--- src/rtl/pdfi_pkg.sv ---
// pdfi_pkg: constants, breakpoint tables, payload types and helpers
// for the pvt derating factor interpolator; used by every rtl file
package pdfi_pkg;

  localparam int FRAC_BITS   = 20;
  localparam int VOLT_POINTS = 7;
  localparam int TEMP_POINTS = 15;
  localparam int MICRO       = 1000000;

  localparam int VOLT_W   = 11;
  localparam int TEMP_W   = 12;
  localparam int CORNER_W = 2;
  localparam int FACTOR_W = 22;

  // segment arithmetic widths
  localparam int BASE_W  = 28;
  localparam int DEN_W   = 28;
  localparam int DY_W    = 18;
  localparam int OFS_W   = 8;
  localparam int PROD_W  = DY_W + OFS_W + 1;
  localparam int SUM_W   = BASE_W + 2;
  localparam int QUO_W   = FRAC_BITS + 1;
  localparam int NUM_W   = DEN_W + QUO_W;
  localparam int LANE_LAT = QUO_W + 2;

  localparam int QUEUE_DEPTH = 4;
  localparam int QPTR_W      = $clog2(QUEUE_DEPTH);
  localparam int QCNT_W      = $clog2(QUEUE_DEPTH + 1);

  typedef enum logic [CORNER_W-1:0] {
    CORNER_SLOW    = 2'd0,
    CORNER_TYP     = 2'd1,
    CORNER_FAST    = 2'd2,
    CORNER_INVALID = 2'd3
  } corner_t;

  localparam int VOLT_X [VOLT_POINTS] = '{1080, 1120, 1160, 1200, 1240, 1280, 1320};
  localparam int VOLT_Y [VOLT_POINTS] =
    '{1121557, 1075332, 1035161, 1000000, 968480, 940065, 914482};
  localparam int TEMP_X [TEMP_POINTS] =
    '{-250, -150, 0, 150, 250, 350, 450, 550, 650, 750, 850, 950, 1050, 1150, 1250};
  localparam int TEMP_Y [TEMP_POINTS] =
    '{897498, 917532, 948338, 979213, 1000000, 1020305, 1040540, 1061831,
      1082983, 1103817, 1124124, 1144245, 1164563, 1184370, 1204966};
  localparam int CORNER_SLOW_Y = 1174235;
  localparam int CORNER_TYP_Y  = 1000000;
  localparam int CORNER_FAST_Y = 876148;

  // one interpolation job: factor = round(((base + dy * ofs) << FRAC_BITS) / den)
  typedef struct packed {
    logic [BASE_W-1:0]      base;
    logic signed [DY_W-1:0] dy;
    logic [OFS_W-1:0]       ofs;
    logic [DEN_W-1:0]       den;
  } seg_t;

  typedef struct packed {
    logic [FACTOR_W-1:0] proc_factor;
    logic                volt_ok;
    logic                temp_ok;
    logic                proc_ok;
  } side_t;

  typedef struct packed {
    seg_t  volt;
    seg_t  temp;
    side_t side;
  } item_t;

  // millionths to rounded fixed point, masked to the factor width
  function automatic logic [FACTOR_W-1:0] to_factor(input int y);
    longint s;
    s = (longint'(y) <<< FRAC_BITS) + longint'(MICRO / 2);
    return FACTOR_W'(s / MICRO);
  endfunction

endpackage

--- src/rtl/pdfi_front.sv ---
// pdfi_front: accepts input items, finds the table segments and the
// process constant, and pushes one classified record into the queue; uses pdfi_pkg
module pdfi_front (
  input  logic                                in_valid,
  output logic                                in_ready,
  input  logic [pdfi_pkg::VOLT_W-1:0]         in_voltage_mv,
  input  logic signed [pdfi_pkg::TEMP_W-1:0]  in_temperature_decideg,
  input  logic [pdfi_pkg::CORNER_W-1:0]       in_process_corner,
  input  logic                                q_full,
  output logic                                q_push,
  output pdfi_pkg::item_t                     q_data
);

  pdfi_pkg::seg_t              vseg;
  pdfi_pkg::seg_t              tseg;
  pdfi_pkg::side_t             side;
  logic                        volt_ok;
  logic                        temp_ok;
  logic [pdfi_pkg::FACTOR_W-1:0] proc_factor;
  logic                        proc_ok;

  assign in_ready = !q_full;
  assign q_push   = in_valid && !q_full;

  // out of span leaves a zero numerator, so the lane returns zero
  always_comb begin
    vseg.base = '0;
    vseg.dy   = '0;
    vseg.ofs  = '0;
    vseg.den  = pdfi_pkg::DEN_W'(1);
    volt_ok   = 1'b0;
    for (int i = pdfi_pkg::VOLT_POINTS - 2; i >= 0; i--) begin
      if (int'(in_voltage_mv) >= pdfi_pkg::VOLT_X[i] &&
          int'(in_voltage_mv) <= pdfi_pkg::VOLT_X[i+1] &&
          pdfi_pkg::VOLT_X[i+1] > pdfi_pkg::VOLT_X[i]) begin
        vseg.base = pdfi_pkg::BASE_W'(pdfi_pkg::VOLT_Y[i] *
                    (pdfi_pkg::VOLT_X[i+1] - pdfi_pkg::VOLT_X[i]));
        vseg.dy   = pdfi_pkg::DY_W'(pdfi_pkg::VOLT_Y[i+1] - pdfi_pkg::VOLT_Y[i]);
        vseg.ofs  = pdfi_pkg::OFS_W'(int'(in_voltage_mv) - pdfi_pkg::VOLT_X[i]);
        vseg.den  = pdfi_pkg::DEN_W'(pdfi_pkg::MICRO *
                    (pdfi_pkg::VOLT_X[i+1] - pdfi_pkg::VOLT_X[i]));
        volt_ok   = 1'b1;
      end
    end
  end

  always_comb begin
    tseg.base = '0;
    tseg.dy   = '0;
    tseg.ofs  = '0;
    tseg.den  = pdfi_pkg::DEN_W'(1);
    temp_ok   = 1'b0;
    for (int i = pdfi_pkg::TEMP_POINTS - 2; i >= 0; i--) begin
      if (int'(in_temperature_decideg) >= pdfi_pkg::TEMP_X[i] &&
          int'(in_temperature_decideg) <= pdfi_pkg::TEMP_X[i+1] &&
          pdfi_pkg::TEMP_X[i+1] > pdfi_pkg::TEMP_X[i]) begin
        tseg.base = pdfi_pkg::BASE_W'(pdfi_pkg::TEMP_Y[i] *
                    (pdfi_pkg::TEMP_X[i+1] - pdfi_pkg::TEMP_X[i]));
        tseg.dy   = pdfi_pkg::DY_W'(pdfi_pkg::TEMP_Y[i+1] - pdfi_pkg::TEMP_Y[i]);
        tseg.ofs  = pdfi_pkg::OFS_W'(int'(in_temperature_decideg) - pdfi_pkg::TEMP_X[i]);
        tseg.den  = pdfi_pkg::DEN_W'(pdfi_pkg::MICRO *
                    (pdfi_pkg::TEMP_X[i+1] - pdfi_pkg::TEMP_X[i]));
        temp_ok   = 1'b1;
      end
    end
  end

  always_comb begin
    unique case (pdfi_pkg::corner_t'(in_process_corner))
      pdfi_pkg::CORNER_SLOW: begin
        proc_factor = pdfi_pkg::to_factor(pdfi_pkg::CORNER_SLOW_Y);
        proc_ok     = 1'b1;
      end
      pdfi_pkg::CORNER_TYP: begin
        proc_factor = pdfi_pkg::to_factor(pdfi_pkg::CORNER_TYP_Y);
        proc_ok     = 1'b1;
      end
      pdfi_pkg::CORNER_FAST: begin
        proc_factor = pdfi_pkg::to_factor(pdfi_pkg::CORNER_FAST_Y);
        proc_ok     = 1'b1;
      end
      default: begin
        proc_factor = '0;
        proc_ok     = 1'b0;
      end
    endcase
  end

  assign side   = '{proc_factor, volt_ok, temp_ok, proc_ok};
  assign q_data = '{vseg, tseg, side};

endmodule

--- config.mk ---
export PLATFORM = sky130hd
export DESIGN_NAME = pdfi_front
export DESIGN_NICKNAME = d
export VERILOG_FILES = /design/src/rtl/pdfi_pkg.sv /design/src/rtl/pdfi_front.sv
export SDC_FILE = /design/constraint.sdc
export NUM_CORES = 1
export LEC_CHECK = 0
export BUFFER_PORTS_ARGS = -buffer_cell sky130_fd_sc_hd__buf_2
export CORE_MARGIN = 2
export CORE_UTILIZATION = 35
export DETAILED_ROUTE_END_ITERATION = 8
export PLACE_DENSITY = 0.61
export SLEW_MARGIN = 30
export SYNTH_ARGS = -nofsm -noshare
export SYNTH_HDL_FRONTEND = slang
export SYNTH_SLANG_ARGS = --single-unit
--- constraint.sdc ---
create_clock -name vclk -period 3.9
set_input_delay 0.585 -clock vclk [all_inputs]
set_output_delay 0.585 -clock vclk [all_outputs]
set_load 0.02 [all_outputs]
== Word level (Yosys, flattened, before mapping) ==
Index checks and enable logic that the tools add are counted.
Storage, ports and cells
  output and inout port bits: 191
  bits in registers: 0
  logic and storage cells: 127
Operators by class
  $add $sub $neg: 19
  $lt $le $gt $ge: 40
  equal/unequal tests: 2
  reductions and logical operators: 24
  mux-type cells: 42
Operators by type and width (count)
  82-bit 2-to-1 mux: 9
  80-bit 2-to-1 mux: 6
  81-bit 2-to-1 mux: 5
  8-bit subtractor, second input constant: 10
  11-bit greater-or-equal comparator, second input constant: 6
  11-bit less-or-equal comparator, second input constant: 6
  21-bit one-hot mux with 3 select lines: 1
  12-bit by 11-bit greater-or-equal comparator with 1-bit output, second input constant: 5
  12-bit by 11-bit less-or-equal comparator with 1-bit output, second input constant: 5
  12-bit by 9-bit greater-or-equal comparator with 1-bit output, second input constant: 4
  12-bit less-or-equal comparator, second input constant: 3
  12-bit by 9-bit less-or-equal comparator with 1-bit output, second input constant: 3
  12-bit by 10-bit greater-or-equal comparator with 1-bit output, second input constant: 2
  12-bit greater-or-equal comparator, second input constant: 2
  12-bit by 10-bit less-or-equal comparator with 1-bit output, second input constant: 2
  8-bit by 6-bit subtractor with 8-bit output, second input constant: 3
  8-bit by 7-bit subtractor with 8-bit output, second input constant: 3
  1-bit logical AND: 21
  1-bit 2-to-1 mux: 21
  8-bit by 4-bit subtractor with 8-bit output, second input constant: 2
  12-bit by 1-bit greater-or-equal comparator with 1-bit output, second input constant: 1
  12-bit by 1-bit less-or-equal comparator with 1-bit output, second input constant: 1
  8-bit by 1-bit subtractor with 8-bit output, second input constant: 1
  3-bit OR reduction: 1
  4 further kinds: 4

== Depth between registers and ports, before layout ==
  depth after elaboration: 16
  depth in mapped cells: 14
  mapped depth without buffers: 11

== Worst setup path before layout ==
OpenSTA, ideal clock, no wires.
  path type: input to output
  from: input port in_temperature_decideg[2] in the netlist's numbering
  to: output port q_data[39] in the netlist's numbering
  buffers on the path: 4
  data arrival time: 3454 ps
  path slack: -139 ps
  data required time: 3315 ps
  cell stages on the path: 13
  cells stage by stage: buf_2 clkbuf_1 inv_1 ha_1 and3b_1 and3_1 o21ai_0 nor2b_1 clkbuf_1 nand2_1 nor3_1 nand2_1 buf_4
RTL lines
  start, declared: RTL line pdfi_front.sv:7  | input logic signed [pdfi_pkg::TEMP_W-1:0] in_temperature_decideg,
  end, declared: RTL line pdfi_front.sv:11  | output pdfi_pkg::item_t q_data

==> flow_summary.yaml <==
power:
  switching_share_pct: 66.1
  p_sw_mw: 0.748
  vdd_drop_max_uv: 95.0
  pwr_density_cell_nw_per_um2: 183
  sequentialPowerShare_pct: 0
  combPwrFrac_pct: 100.0
  intPower_mw: 0.384
  leakage_nw: 2.91
  power_frac_clock_pct: 0
global_route:
  met2_usage_pct: 44.5
  grt-ovfl-total: 0
  busiest_layer: "met2"
  antenna_found_initial: 0
  use_met3_pct: 3.18
  grt_max_degree: 31
  groute.layer.met1.usage_pct: 34.8
  grt_pass1_wl_um: 32400
  grt_usage_pct: 26.5
  grt_pass1_vias: 5970
timing:
  worstMarginPinSlew_ns: 0.837
  drv_slew: 0
  whs_ns: 1.43
  clock.fmax_ghz: 0.262
  rsz0062_at_grt: "true"
  setup_viol: 0
  period_minus_slack_ns: 3.81
  relSlewSlack_pct: 44.2
  period_share_pct: 97.8
  hold_viol_final: 0
logic_synthesis:
  yosys.area.top_type: "buf_4"
  synth_xor_area_share_pct: 4.20
  synth_fa_ha_area_share_pct: 4.00
  post-synth-top-area-fraction_pct: 15.3
  netlist_area_um2: 5000
  synthMuxAreaShare_pct: 0.225
  synthTopCellsByArea: "buf_4 (15%), nand2_1 (6.7%), a21oi_1 (6.5%), o21ai_0 (5.5%), nor2_1 (5.0%)"
  synth_compound_area_share_pct: 38.2
  syn_inst: 815
  synth_top_family_by_area: "compound AO/OA/AOI/OAI gates"
  synth_cell_types: 87
  yosysWarnings: 0
  synthTopCellsByCount: "buf_4 (102), nand2_1 (89), nor2_1 (67)"
  ys_seq_area_share_pct: 0
  synth.most_common_cell: "buf_4"
  synthSimpleGateAreaFrac_pct: 31.0
  avgSynthCellArea_um2: 6.14
place:
  gp_congestion: 1.06
  port_buffers: 168
  hpwl_um: 17100
floorplanning:
  dieWidth_um: 124
  initial_core_util_pct: 35.9
  num_rows: 43
  core_um2: 13900
  dieHeight_um: 124
  dieArea_um2: 15300
  io_pins: 218
run_status:
  status: "finished clean"
detailed_routing:
  drtAntennaViolNets: 0
  vias_per_cell: 6.09
  routed_wl_um: 21700
  drt-pass1-iter-count: 6
  drc: 0
  drt_iter0_drc: 787
  drt-wirelength-per-cell_um: 18.8
  vias: 7036
finish:
  drive_above_1_share_pct: 33.9
  nFillCells: 1486
  finalNetCount: 1021
  flops_and_latches: 0
  multi_input_area_um2: 4220
  clkbuf_count: 0
  seq_area_um2: 0
  n_antenna_cell: 0
  syn2layout_area_growth_pct: 23.6
  final_util_pct: 44.4
critical_path:
  endpoint_kind: "primary output"
  start_kind: "primary input"
  path_class: "primary input to primary output"
  critPathMaxFanout: 8
  cp.arrival_ns: 3.23
  critPathRequiredTime_ns: 3.31
worst_hold_path:
  hold_class: "primary input to primary output"
  hold_depth: 3
run:
  drv_cap: 0
## final timing paths
check,endpoint,slack (ns),start
hold / removal,in_ready,1.43,q_full
setup / recovery,q_data[57],0.09,in_temperature_decideg[1]
## layer usage
layer | share of wire, % | vias to the layer above
met5 | 0 | -
met4 | 4.4 | 0
met3 | 11 | 98
met2 | 46 | 552
met1 | 39 | 3209
li1 | - | 3177
## placed cells by master, fill, tap and decap left out, types with 6 or more instances in the layout
master,instances
conb_1,50
nand2_1,86
o21ai_0,54
xnor2_1,23
and4_1,6
nand3_1,22
a31oi_1,20
nor3_1,22
a211oi_1,6
o31ai_1,7
or2_2,7
buf_4,107
o21bai_1,6
and3_1,7
nor2_1,65
a21o_1,7
nand4_1,16
or3_1,7
ha_1,15
and2_1,9
o22ai_1,7
nand2b_1,10
nor4_1,7
o211ai_1,12
buf_2,166
inv_1,23
a21oi_1,64
a221oi_1,9
nor2b_1,7
## what timing repair did
action,in CTS,in global routing
pin swaps,0,5
setup buffers,0,1
gates resized for setup,1,36
setup endpoints to repair,1,58
hold buffers,0,0
## through the flow
step / area, um2 / setup TNS, ns / instances / total power [mW] / setup slack, ns
after global routing: 6180 / -0.0699 / 1156 / 1.22 / -0.0272
after global placement: 6030 / 0 / 1155 / 1.10 / 0.0219
after detailed placement: 6030 / 0 / 1155 / 1.09 / 0.00280
final: 6180 / 0 / 1156 / 1.13 / 0.0877
after floorplan: 5190 / 0 / 864 / 0.816 / 0.0248
after CTS: 6030 / 0 / 1155 / 1.10 / 0.0183
## cell type report
type,count,share of cell area (%)
Timing Repair Buffer,274,26.6
Multi-Input combinational cell,676,68.2
Inverter,26,1.58
Tap cell,180,3.64
## cell families after synthesis
group,Yosys count
buf+inv,188
other cells,1
xor+xnor,24
compound gates,279
fa+ha+maj,16
mux,1
simple gates,306
## worst max-delay path, cell delays in order
cell	delay, ns
buf_2	0.14
ha_1	0.22
nor2b_1	0.15
nand4_1	0.12
or4b_2	0.66
and2_2	0.31
a21oi_1	0.17
a32oi_1	0.09
o41ai_1	0.38
o211ai_1	0.19
buf_4	0.20
## power by group through the flow
stage	Combinational, mW	Sequential [mW]	Clock (mW)
after floorplan	0.816	0	0
after global placement	1.10	0	0
after detailed placement	1.09	0	0
after CTS	1.10	0	0
after global routing	1.22	0	0
final	1.13	0	0
No activity file was read; power rests on OpenSTA's default activity.
