**src/rtl/pdfi_pkg.sv**
```systemverilog
// pdfi_pkg: constants, breakpoint tables, payload types and helpers
// for the pvt derating factor interpolator; used by every rtl file
package pdfi_pkg;

  localparam int FRAC_BITS   = 20;
  localparam int VOLT_POINTS = 7;
  localparam int TEMP_POINTS = 15;
  localparam int MICRO       = 1000000;

  localparam int VOLT_W   = 11;
  localparam int TEMP_W   = 12;
  localparam int CORNER_W = 2;
  localparam int FACTOR_W = 22;

  // segment arithmetic widths
  localparam int BASE_W  = 28;
  localparam int DEN_W   = 28;
  localparam int DY_W    = 18;
  localparam int OFS_W   = 8;
  localparam int PROD_W  = DY_W + OFS_W + 1;
  localparam int SUM_W   = BASE_W + 2;
  localparam int QUO_W   = FRAC_BITS + 1;
  localparam int NUM_W   = DEN_W + QUO_W;
  localparam int LANE_LAT = QUO_W + 2;

  localparam int QUEUE_DEPTH = 4;
  localparam int QPTR_W      = $clog2(QUEUE_DEPTH);
  localparam int QCNT_W      = $clog2(QUEUE_DEPTH + 1);

  typedef enum logic [CORNER_W-1:0] {
    CORNER_SLOW    = 2'd0,
    CORNER_TYP     = 2'd1,
    CORNER_FAST    = 2'd2,
    CORNER_INVALID = 2'd3
  } corner_t;

  localparam int VOLT_X [VOLT_POINTS] = '{1080, 1120, 1160, 1200, 1240, 1280, 1320};
  localparam int VOLT_Y [VOLT_POINTS] =
    '{1121557, 1075332, 1035161, 1000000, 968480, 940065, 914482};
  localparam int TEMP_X [TEMP_POINTS] =
    '{-250, -150, 0, 150, 250, 350, 450, 550, 650, 750, 850, 950, 1050, 1150, 1250};
  localparam int TEMP_Y [TEMP_POINTS] =
    '{897498, 917532, 948338, 979213, 1000000, 1020305, 1040540, 1061831,
      1082983, 1103817, 1124124, 1144245, 1164563, 1184370, 1204966};
  localparam int CORNER_SLOW_Y = 1174235;
  localparam int CORNER_TYP_Y  = 1000000;
  localparam int CORNER_FAST_Y = 876148;

  // one interpolation job: factor = round(((base + dy * ofs) << FRAC_BITS) / den)
  typedef struct packed {
    logic [BASE_W-1:0]      base;
    logic signed [DY_W-1:0] dy;
    logic [OFS_W-1:0]       ofs;
    logic [DEN_W-1:0]       den;
  } seg_t;

  typedef struct packed {
    logic [FACTOR_W-1:0] proc_factor;
    logic                volt_ok;
    logic                temp_ok;
    logic                proc_ok;
  } side_t;

  typedef struct packed {
    seg_t  volt;
    seg_t  temp;
    side_t side;
  } item_t;

  // millionths to rounded fixed point, masked to the factor width
  function automatic logic [FACTOR_W-1:0] to_factor(input int y);
    longint s;
    s = (longint'(y) <<< FRAC_BITS) + longint'(MICRO / 2);
    return FACTOR_W'(s / MICRO);
  endfunction

endpackage

```
**src/rtl/pdfi_queue.sv**
```systemverilog
// pdfi_queue: short fifo of classified records between front and back
// depth from pdfi_pkg::QUEUE_DEPTH; uses pdfi_pkg
module pdfi_queue (
  input  logic            clk,
  input  logic            rst_n,
  input  logic            push,
  input  pdfi_pkg::item_t push_data,
  output logic            full,
  input  logic            pop,
  output logic            empty,
  output pdfi_pkg::item_t head
);

  pdfi_pkg::item_t                 entry_r [pdfi_pkg::QUEUE_DEPTH];
  logic [pdfi_pkg::QPTR_W-1:0]     wr_ptr_r, wr_ptr_nxt;
  logic [pdfi_pkg::QPTR_W-1:0]     rd_ptr_r, rd_ptr_nxt;
  logic [pdfi_pkg::QCNT_W-1:0]     count_r, count_nxt;

  assign full  = count_r == pdfi_pkg::QCNT_W'(pdfi_pkg::QUEUE_DEPTH);
  assign empty = count_r == '0;
  assign head  = entry_r[rd_ptr_r];

  always_comb begin
    wr_ptr_nxt = wr_ptr_r;
    rd_ptr_nxt = rd_ptr_r;
    count_nxt  = count_r;
    if (push) begin
      wr_ptr_nxt = (wr_ptr_r == pdfi_pkg::QPTR_W'(pdfi_pkg::QUEUE_DEPTH - 1)) ?
                   '0 : wr_ptr_r + 1'b1;
    end
    if (pop) begin
      rd_ptr_nxt = (rd_ptr_r == pdfi_pkg::QPTR_W'(pdfi_pkg::QUEUE_DEPTH - 1)) ?
                   '0 : rd_ptr_r + 1'b1;
    end
    if (push && !pop) begin
      count_nxt = count_r + 1'b1;
    end else if (pop && !push) begin
      count_nxt = count_r - 1'b1;
    end
  end

  always_ff @(posedge clk) begin
    if (!rst_n) begin
      wr_ptr_r <= '0;
      rd_ptr_r <= '0;
      count_r  <= '0;
    end else begin
      wr_ptr_r <= wr_ptr_nxt;
      rd_ptr_r <= rd_ptr_nxt;
      count_r  <= count_nxt;
    end
  end

  always_ff @(posedge clk) begin
    if (push) begin
      entry_r[wr_ptr_r] <= push_data;
    end
  end

  a_no_overflow: assert property (@(posedge clk) disable iff (!rst_n)
    !(push && full)) else $error("queue push while full");

  a_no_underflow: assert property (@(posedge clk) disable iff (!rst_n)
    !(pop && empty)) else $error("queue pop while empty");

  a_count_up: assert property (@(posedge clk) disable iff (!rst_n)
    push && !pop |=> count_r == pdfi_pkg::QCNT_W'($past(count_r) + 1'b1))
    else $error("queue count did not follow a push");

endmodule

```
**config.mk**
```make
export PLATFORM = sky130hd
export DESIGN_NAME = pdfi_queue
export DESIGN_NICKNAME = d
export VERILOG_FILES = /design/src/rtl/pdfi_pkg.sv /design/src/rtl/pdfi_queue.sv
export SDC_FILE = /design/constraint.sdc
export NUM_CORES = 1
export LEC_CHECK = 0
export BUFFER_PORTS_ARGS = -buffer_cell sky130_fd_sc_hd__buf_2
export CORE_AREA = 4 4 186 278
export CTS_CLUSTER_DIAMETER = 50
export DETAILED_ROUTE_END_ITERATION = 6
export DIE_AREA = 0 0 190 282
export PLACE_DENSITY = 0.75
export SLEW_MARGIN = 20
export SYNTH_ARGS = -nofsm -noshare
export SYNTH_HDL_FRONTEND = slang
export SYNTH_SLANG_ARGS = --single-unit
```
**constraint.sdc**
```tcl
create_clock -name clk -period 7.78 [get_ports clk]
set_input_delay 1.556 -clock clk [delete_from_list [all_inputs] [get_ports clk]]
set_output_delay 1.556 -clock clk [all_outputs]
set_load 0.01 [all_outputs]
```
-- Yosys cells after proc, flatten, opt, wreduce, memory -nomap -nowiden
Memories as Yosys holds them, arrays and structs flattened. A register that Yosys moved wholly into a read port is not among the register bits.
Cells that the tools add are included.
- register bits: 7
- memory bits (writable): 756
- input bits: 193
- output and inout bits: 191
- word-level logic and storage cells: 25
- memories kept: 1
- $add $sub $neg: 4
- eq/ne operators: 3
- multiplexer cells: 8
- reductions and logical operators: 6
- memory list (name ; depth ; bits a word ; rd ports ; clocked after memory_dff ; wr ports ; line ; text):
    entry_r ; 4 ; 189 ; 1 ; 1 ; 1 ; pdfi_queue.sv:14 ; pdfi_pkg::item_t entry_r [pdfi_pkg::QUEUE_DEPTH];
- operators with widths (kind ; count):
    $mux W2 ; 4
    $mux W3 ; 2
    $add A2 B1 Y2 const B ; 2
    $eq A2 B2 Y1 const B ; 2
    $add A3 B1 Y3 const B ; 1
    $eq A3 B3 Y1 const B ; 1
    $logic_not A3 Y1 ; 1
    $sub A3 B1 Y3 const B ; 1
    $logic_and A1 B1 Y1 ; 2
    $logic_not A1 Y1 ; 2
    $mux W1 ; 2
    $reduce_bool A2 Y1 ; 1

-- Longest topological paths before layout
Gate-level depths: netlist of the first run.
- depth in word-level cells: 4
- gate-level depth with buffers: 7

-- Worst setup path before layout of the first run
No wires, ideal clock.
- path type: input-to-reg
- start: in push
- end: mem entry_r[0][0] (netlist bit), enable pin
- data arrival time: 5848 ps
- slack: 1360 ps
- stages: 1
- buffers on the path: 0
- cells stage by stage: and2_1
- word-level cells in the longest chain between the ends: 2
- ends and longest elaborated chain (what ; line ; text):
    start, declared ; pdfi_queue.sv:6 ; input logic push,
    $mux W1 ; pdfi_queue.sv:55 ; if (push) begin
    $mux W1 (not written as such) ; pdfi_queue.sv:56 ; entry_r[wr_ptr_r] <= push_data;
    end, declared ; pdfi_queue.sv:14 ;
Every way passes these cells.

==> results of run 1 <==
## logic make-up after synthesis
logic type,synth area share [%]
and+or+nand+nor,0.325
adders and majority gates,0.343
AOI/OAI and AO/OA,0.0723
xor gates and xnor gates,0.0632
DFF,82.6
buffers and inverters,1.10
muxes,15.5
## final cells by class
class	instances	area, sq um	area share (%)
Timing Repair Buffer	397	2070	6.34
Sequential cell	765	22900	70.1
Clock buffer	88	1860	5.70
Antenna cell	19	47.5	0.146
Tap cell	663	830	2.54
Clock inverter	39	424	1.30
Multi-Input combinational cell	220	4530	13.9
Inverter	4	15.0	0.0460
## per-layer routing
layer	share of wire [%]	routed length, um	track usage [%]
met1	35	18800	25.2
met2	53	28700	33.9
met5	0.12	66	0
met3	7.9	4240	5.19
met4	3.4	1820	8.50
## where the power goes
group          switching, mW  internal [mW]
logic                  0.403          0.327
clock network           1.44           1.92
registers             0.0588           4.73
## cell usage in the layout, fill, tap and decap left out, drive strengths merged, types with 2 or more instances in the layout
cell / count
edfxtp: 756
buf: 397
mux4: 189
clkbuf: 88
clkinv: 28
diode: 19
dfxtp: 9
inv: 7
ha: 6
bufinv: 6
nor2b: 5
and2: 5
mux2i: 4
nor3: 2
clkinvlp: 2
## worst register-to-register path: stages, from the launching register on
cell and delay [ns]:
dfxtp_1 0.40, ha_1 0.20, and2_4 0.63, buf_4 0.85
## path summary, 6_finish.rpt
path	endpoint	slack, ns	cells past startpoint
setup / recovery	head[160]	3.04	3
hold / removal	count_r[2]	0.52	2
setup reg to reg	entry_r[3][124]	5.22	3
hold reg to reg	count_r[2]	0.52	2
## state kept, by name, indices dropped and copies added (netlist names), named ones only
register  flops
entry_r     756
count_r       3
rd_ptr_r      2
wr_ptr_r      2
## through the flow
stage | util, % | std cells
3_5_place_dp | 61.4 | 2049
3_3_place_gp | 61.4 | 2049
4_1_cts | 66.0 | 2176
6_report | 66.1 | 2195
5_1_grt | 66.1 | 2187
2_1_floorplan | - | 1031
==> parameters.txt, run 1 <==
Parameter                              Value

Run status
  Run status ... finished clean

Worst setup path
  Worst Path Class, Setup ... reg -> out
  Max FO, Critical Path ... 107
  Critical path capture point type ... output port
  Arrival time of the worst setup path ... 3.18 ns
  Crit-path max cell delay ... 0.93 ns
  Reg2Reg Launch Point ... wr_ptr_r[0]
  Critical Path Source Type ... flip-flop
  Highest-delay cell along the critical path ... dfxtp_4
  Critical path cell sequence ... buf_12 -> mux4_2 -> buf_2
  Critical path required time ... 6.22 ns
  Worst path buffer plus inverter count ... 2
  Top cell family by delay on the critical path ... flip-flops

Global routing
  Final global-route overflow total ... 0
  Antenna violations before repair ... 20
  Largest net degree at the start of global routing ... 114
  Wire length of the first global-routing pass ... 80,700 um
  Via count of the first global-routing pass ... 13.1k
  Total Routing Usage GR ... 20.1%

Finish
  Number of nets in the layout ... 1,657
  Layout fillers ... 3,130
  Share of cells above drive strength 1 ... 45.7%
  Fin area ... 32,700 sq um
  Syn-to-layout area delta ... 17.9%

CTS
  Clock root buffer ... clkbuf_16
  Total number of clock tree sinks ... 765
  Number of gates given a new drive strength after cts ... 0
  Buffers inserted during post-CTS setup optimization ... 0
  H-tree Lvls ... 3
  Reg clk slew, reported paths ... 0.06 ns
  Number of buffers created by CTS ... 69
  CTS tree ... built
  Buffer depth of the longest clock path ... 3
  Clock latency on the worst-skew pair ... 0.60 ns
  Cts hold-fix bufs ... 0

Pwr
  Overall power consumption ... 8.88 mW
  Leak Pwr ... 10.9 nW
  Peak supply drop ... 0.305 mV
  Power Density ... 272 nW/um^2

Timing
  Final critical-path required period ... 4.74 ns
  Final period utilization ... 60.9%
  Final TNS setup ... 0 ns
  Final Slew Violations ... 0
  Max frequency ... 211 MHz
  Final hold violations ... 0
  Clk_skew ... 0.0232 ns
  Transition at the pin with the smallest max-transition slack ... 1.08 ns
  Unrepaired setup endpoints after global routing ... no
  Worst hold slack across all endpoints ... 0.519 ns
  Final worst slack ... 3.04 ns
  Headroom to the max-slew limit ... 27.7%
  Number of endpoints failing setup at the final stage ... 0

Drt
  Total vias in the final route ... 12.4k
  Routed wirelength normalized by instance count ... 24.4 um
  Antenna viol nets, final ... 0
  Post-Route WL ... 53,700 um
  Number of search-and-repair iterations in the first detailed-routing pass ... 5
  Residual DRC count ... 0
  DR iter-0 viols ... 740
  Post-detailed-route via-to-cell ratio ... 5.65

Yosys
  Netlist area before placement ... 27,700 sq um
  Post-synth top flop ... edfxtp_1
  Total number of yosys warnings ... 0
  Dominant cells by area after synthesis ... edfxtp_1, mux4_2, dfxtp_1
  Post-Synthesis Net Count ... 1,231
  Most used standard cell by instance count after synthesis ... edfxtp_1
  Synthesized instance count ... 1,031
  Register bit total from synthesis ... 765
  Sequential area share after synthesis ... 82.6%
  Post-synthesis cell type count ... 22
  Cell accounting for the most synthesized area ... edfxtp_1
  EDFF count, synth ... 756
  Post-Synthesis Mean Instance Area ... 26.9 sq um
  Area share of the largest cell type after synthesis ... 81.9%
  Top cells by instance count after synthesis ... edfxtp_1, mux4_2, buf_2
  Async S/R FF share, synth ... 0%

Floorplanning
  # IOs ... 384
  Initial core utilization ... 56.1%
  Floorplan Core Area ... 49,400 sq um
  Die Area ... 53,600 sq um
  Die Wd ... 190 um
  Number of rows in the core area ... 100
  Die outline height ... 282 um

Worst hold path
  Hold Crit Class ... reg -> reg
  Hold_sp ... count_r[2]

Placed design
  Number of I/O port buffers ... 383
  Area after DPL ... 30,300 sq um
  Final HPWL DP ... 31,700 um
  Final weighted congestion in routability-driven placement ... 0.768
  Post-place setup slack ... 3.53 ns

Flow run
  Max capacitance violation total ... 0
Power figures use the tool's default switching activity.
==> inputs of run 2 (changes only) <==
CORE_AREA = 4 4 196 293   (was 4 4 186 278)
DIE_AREA = 0 0 200 297   (was 0 0 190 282)
PLACE_DENSITY = 0.71   (was 0.75)
clock period = 3.9 ns   (was 7.78 ns; I/O delays follow)
==> parameters.txt, run 2 (synthesis gave the netlist of run 1 again) <==
Parameter                              Value

Run status
  Run status ... finished clean

Worst hold path
  Destination of the worst hold path ... entry_r[2][20]
  Hold Crit Class ... in -> reg
  Hold_sp ... push_data[20]
  Cell count of the worst hold path ... 1

Worst setup path
  Reg2Reg Launch Point ... wr_ptr_r[0]
  Critical path required time ... 3.12 ns
  Worst-case register-to-register setup slack ... 1.90 ns
  Max FO, Critical Path ... 23
  Worst Path Class, Setup ... reg -> out
  Arrival time of the worst setup path ... 2.53 ns
  Terminus of the critical flop-to-flop path ... entry_r[1][179]
  FF-to-FF path depth ... 3
  Critical path capture point type ... output port
  Critical Path Source Type ... flip-flop

Finish
  Cell Count, Final, Fillers Out ... 2,237
  Most used cells in the layout excluding fill and tap cells ... edfxtp_1, buf_2, mux4_2
  Largest registers ... entry_r (756), count_r (3)
  Leading cell type in the layout, fill and taps excluded ... edfxtp_1
  Share of cells above drive strength 1 ... 46.4%
  Finished Core Util ... 60.3%
  Syn-to-layout area delta ... 19.2%
  Number of nets in the layout ... 1,680
  Largest register by flop count ... entry_r
  Flip-flop count of the largest register, all copies and words added ... 756

Global routing
  Total Routing Usage GR ... 19.0%
  Antenna violations before repair ... 13
  Wire length of the first global-routing pass ... 84,400 um
  Final global-route overflow total ... 0
  Largest net degree at the start of global routing ... 62
  Via count of the first global-routing pass ... 13.7k

CTS
  Number of gates given a new drive strength after cts ... 0
  Clock root buffer ... clkbuf_16
  H-tree Lvls ... 3
  Clock latency on the worst-skew pair ... 0.58 ns
  CTS tree ... built
  Buffer depth of the longest clock path ... 3
  Reg clk slew, reported paths ... 0.06 ns
  Cts hold-fix bufs ... 0
  Total number of clock tree sinks ... 765
  Buffers inserted during post-CTS setup optimization ... 0
  Number of buffers created by CTS ... 69

Drt
  Post-detailed-route via-to-cell ratio ... 5.59
  Routed wirelength normalized by instance count ... 25.0 um
  Residual DRC count ... 0
  Total vias in the final route ... 12.5k
  DR iter-0 viols ... 724
  Antenna viol nets, final ... 0
  Post-Route WL ... 55,800 um
  Number of search-and-repair iterations in the first detailed-routing pass ... 4

Placed design
  Total instance count after detailed placement ... 2,104
  Final weighted congestion in routability-driven placement ... 0.777
  Final HPWL DP ... 35,500 um
  Post-place setup slack ... 1.09 ns
  Number of I/O port buffers ... 383

Timing
  Max frequency ... 302 MHz
  Final period utilization ... 84.8%
  Clk_skew ... 0.0135 ns
  Transition at the pin with the smallest max-transition slack ... 0.853 ns
  Final TNS setup ... 0 ns
  Final critical-path required period ... 3.31 ns
  Final worst slack ... 0.593 ns
  Final Slew Violations ... 0
  Number of endpoints failing setup at the final stage ... 0
  Unrepaired setup endpoints after global routing ... no
  Headroom to the max-slew limit ... 43.1%
  Final hold violations ... 0

Pwr
  Power Density ... 539 nW/um^2
  Leak Pwr ... 11.0 nW
  Peak supply drop ... 0.546 mV

Floorplanning
  Number of rows in the core area ... 105
  # IOs ... 384
  Die Wd ... 200 um
  Die Area ... 59,400 sq um
  Initial core utilization ... 50.6%
  Floorplan Core Area ... 54,800 sq um
  Die outline height ... 297 um

Flow run
  Max capacitance violation total ... 0
run 2: cell types whose count changed in the layout (fill, tap and decap cells not counted), sizes merged:
cell and change:
clkinv +3, clkbuf -13, diode -7, buf +23
inv +1, bufinv +3
run 2: critical path, stage by stage (launching register included):
cell and delay, ns:
dfxtp_4 0.74, buf_4 0.44, mux4_2 0.59, buf_2 0.17
run 2: worst max path at each step:
stage	start	endpoint	slack (ns)
after global placement	flip-flop	head[107]	1.09
after detailed placement	flip-flop	head[107]	1.09
after floorplan	push	entry_r[3][0]	0.36
after CTS	flip-flop	head[107]	0.44
final	flip-flop	head[107]	0.59
after global routing	flip-flop	head[107]	0.40
run 2: layer usage:
| layer | routed length [um] | track usage (%) | vias up |
|---|---|---|---|
| li1 | - | - | 5403 |
| met1 | 20200 | 23.1 | 6583 |
| met2 | 29700 | 32.1 | 407 |
| met3 | 4100 | 5.52 | 107 |
| met4 | 1890 | 7.33 | 4 |
| met5 | 27 | 0 | - |
run 2: power by group:
group	leakage (nW)	switching, mW	internal (mW)
logic	2.93	0.833	0.696
registers	7.02	0.108	9.42
clock network	1.10	2.85	3.89
total	11.0	3.79	14.0
run 2: area by class of cell:
| cell class | instances | area [sq um] |
|---|---|---|
| antenna | 12 | 30.0 |
| clock buffer | 75 | 1770 |
| clock inverter | 46 | 485 |
| fill | 3824 | 21800 |
| inverter | 4 | 15.0 |
| multi-input combinational | 220 | 4530 |
| sequential | 765 | 22900 |
| tap | 695 | 870 |
| timing repair buffer | 420 | 2430 |
run 2: stage by stage:
step / instance area [sq um] / hold slack [ns] / power (mW)
floorplan: 27700 / 0.472 / 10.6
global placement: 30700 / 0.486 / 11.2
detailed placement: 30700 / 0.501 / 11.3
CTS: 33000 / 0.352 / 18.0
global route: 33000 / 0.360 / 18.5
finish: 33000 / 0.401 / 17.8
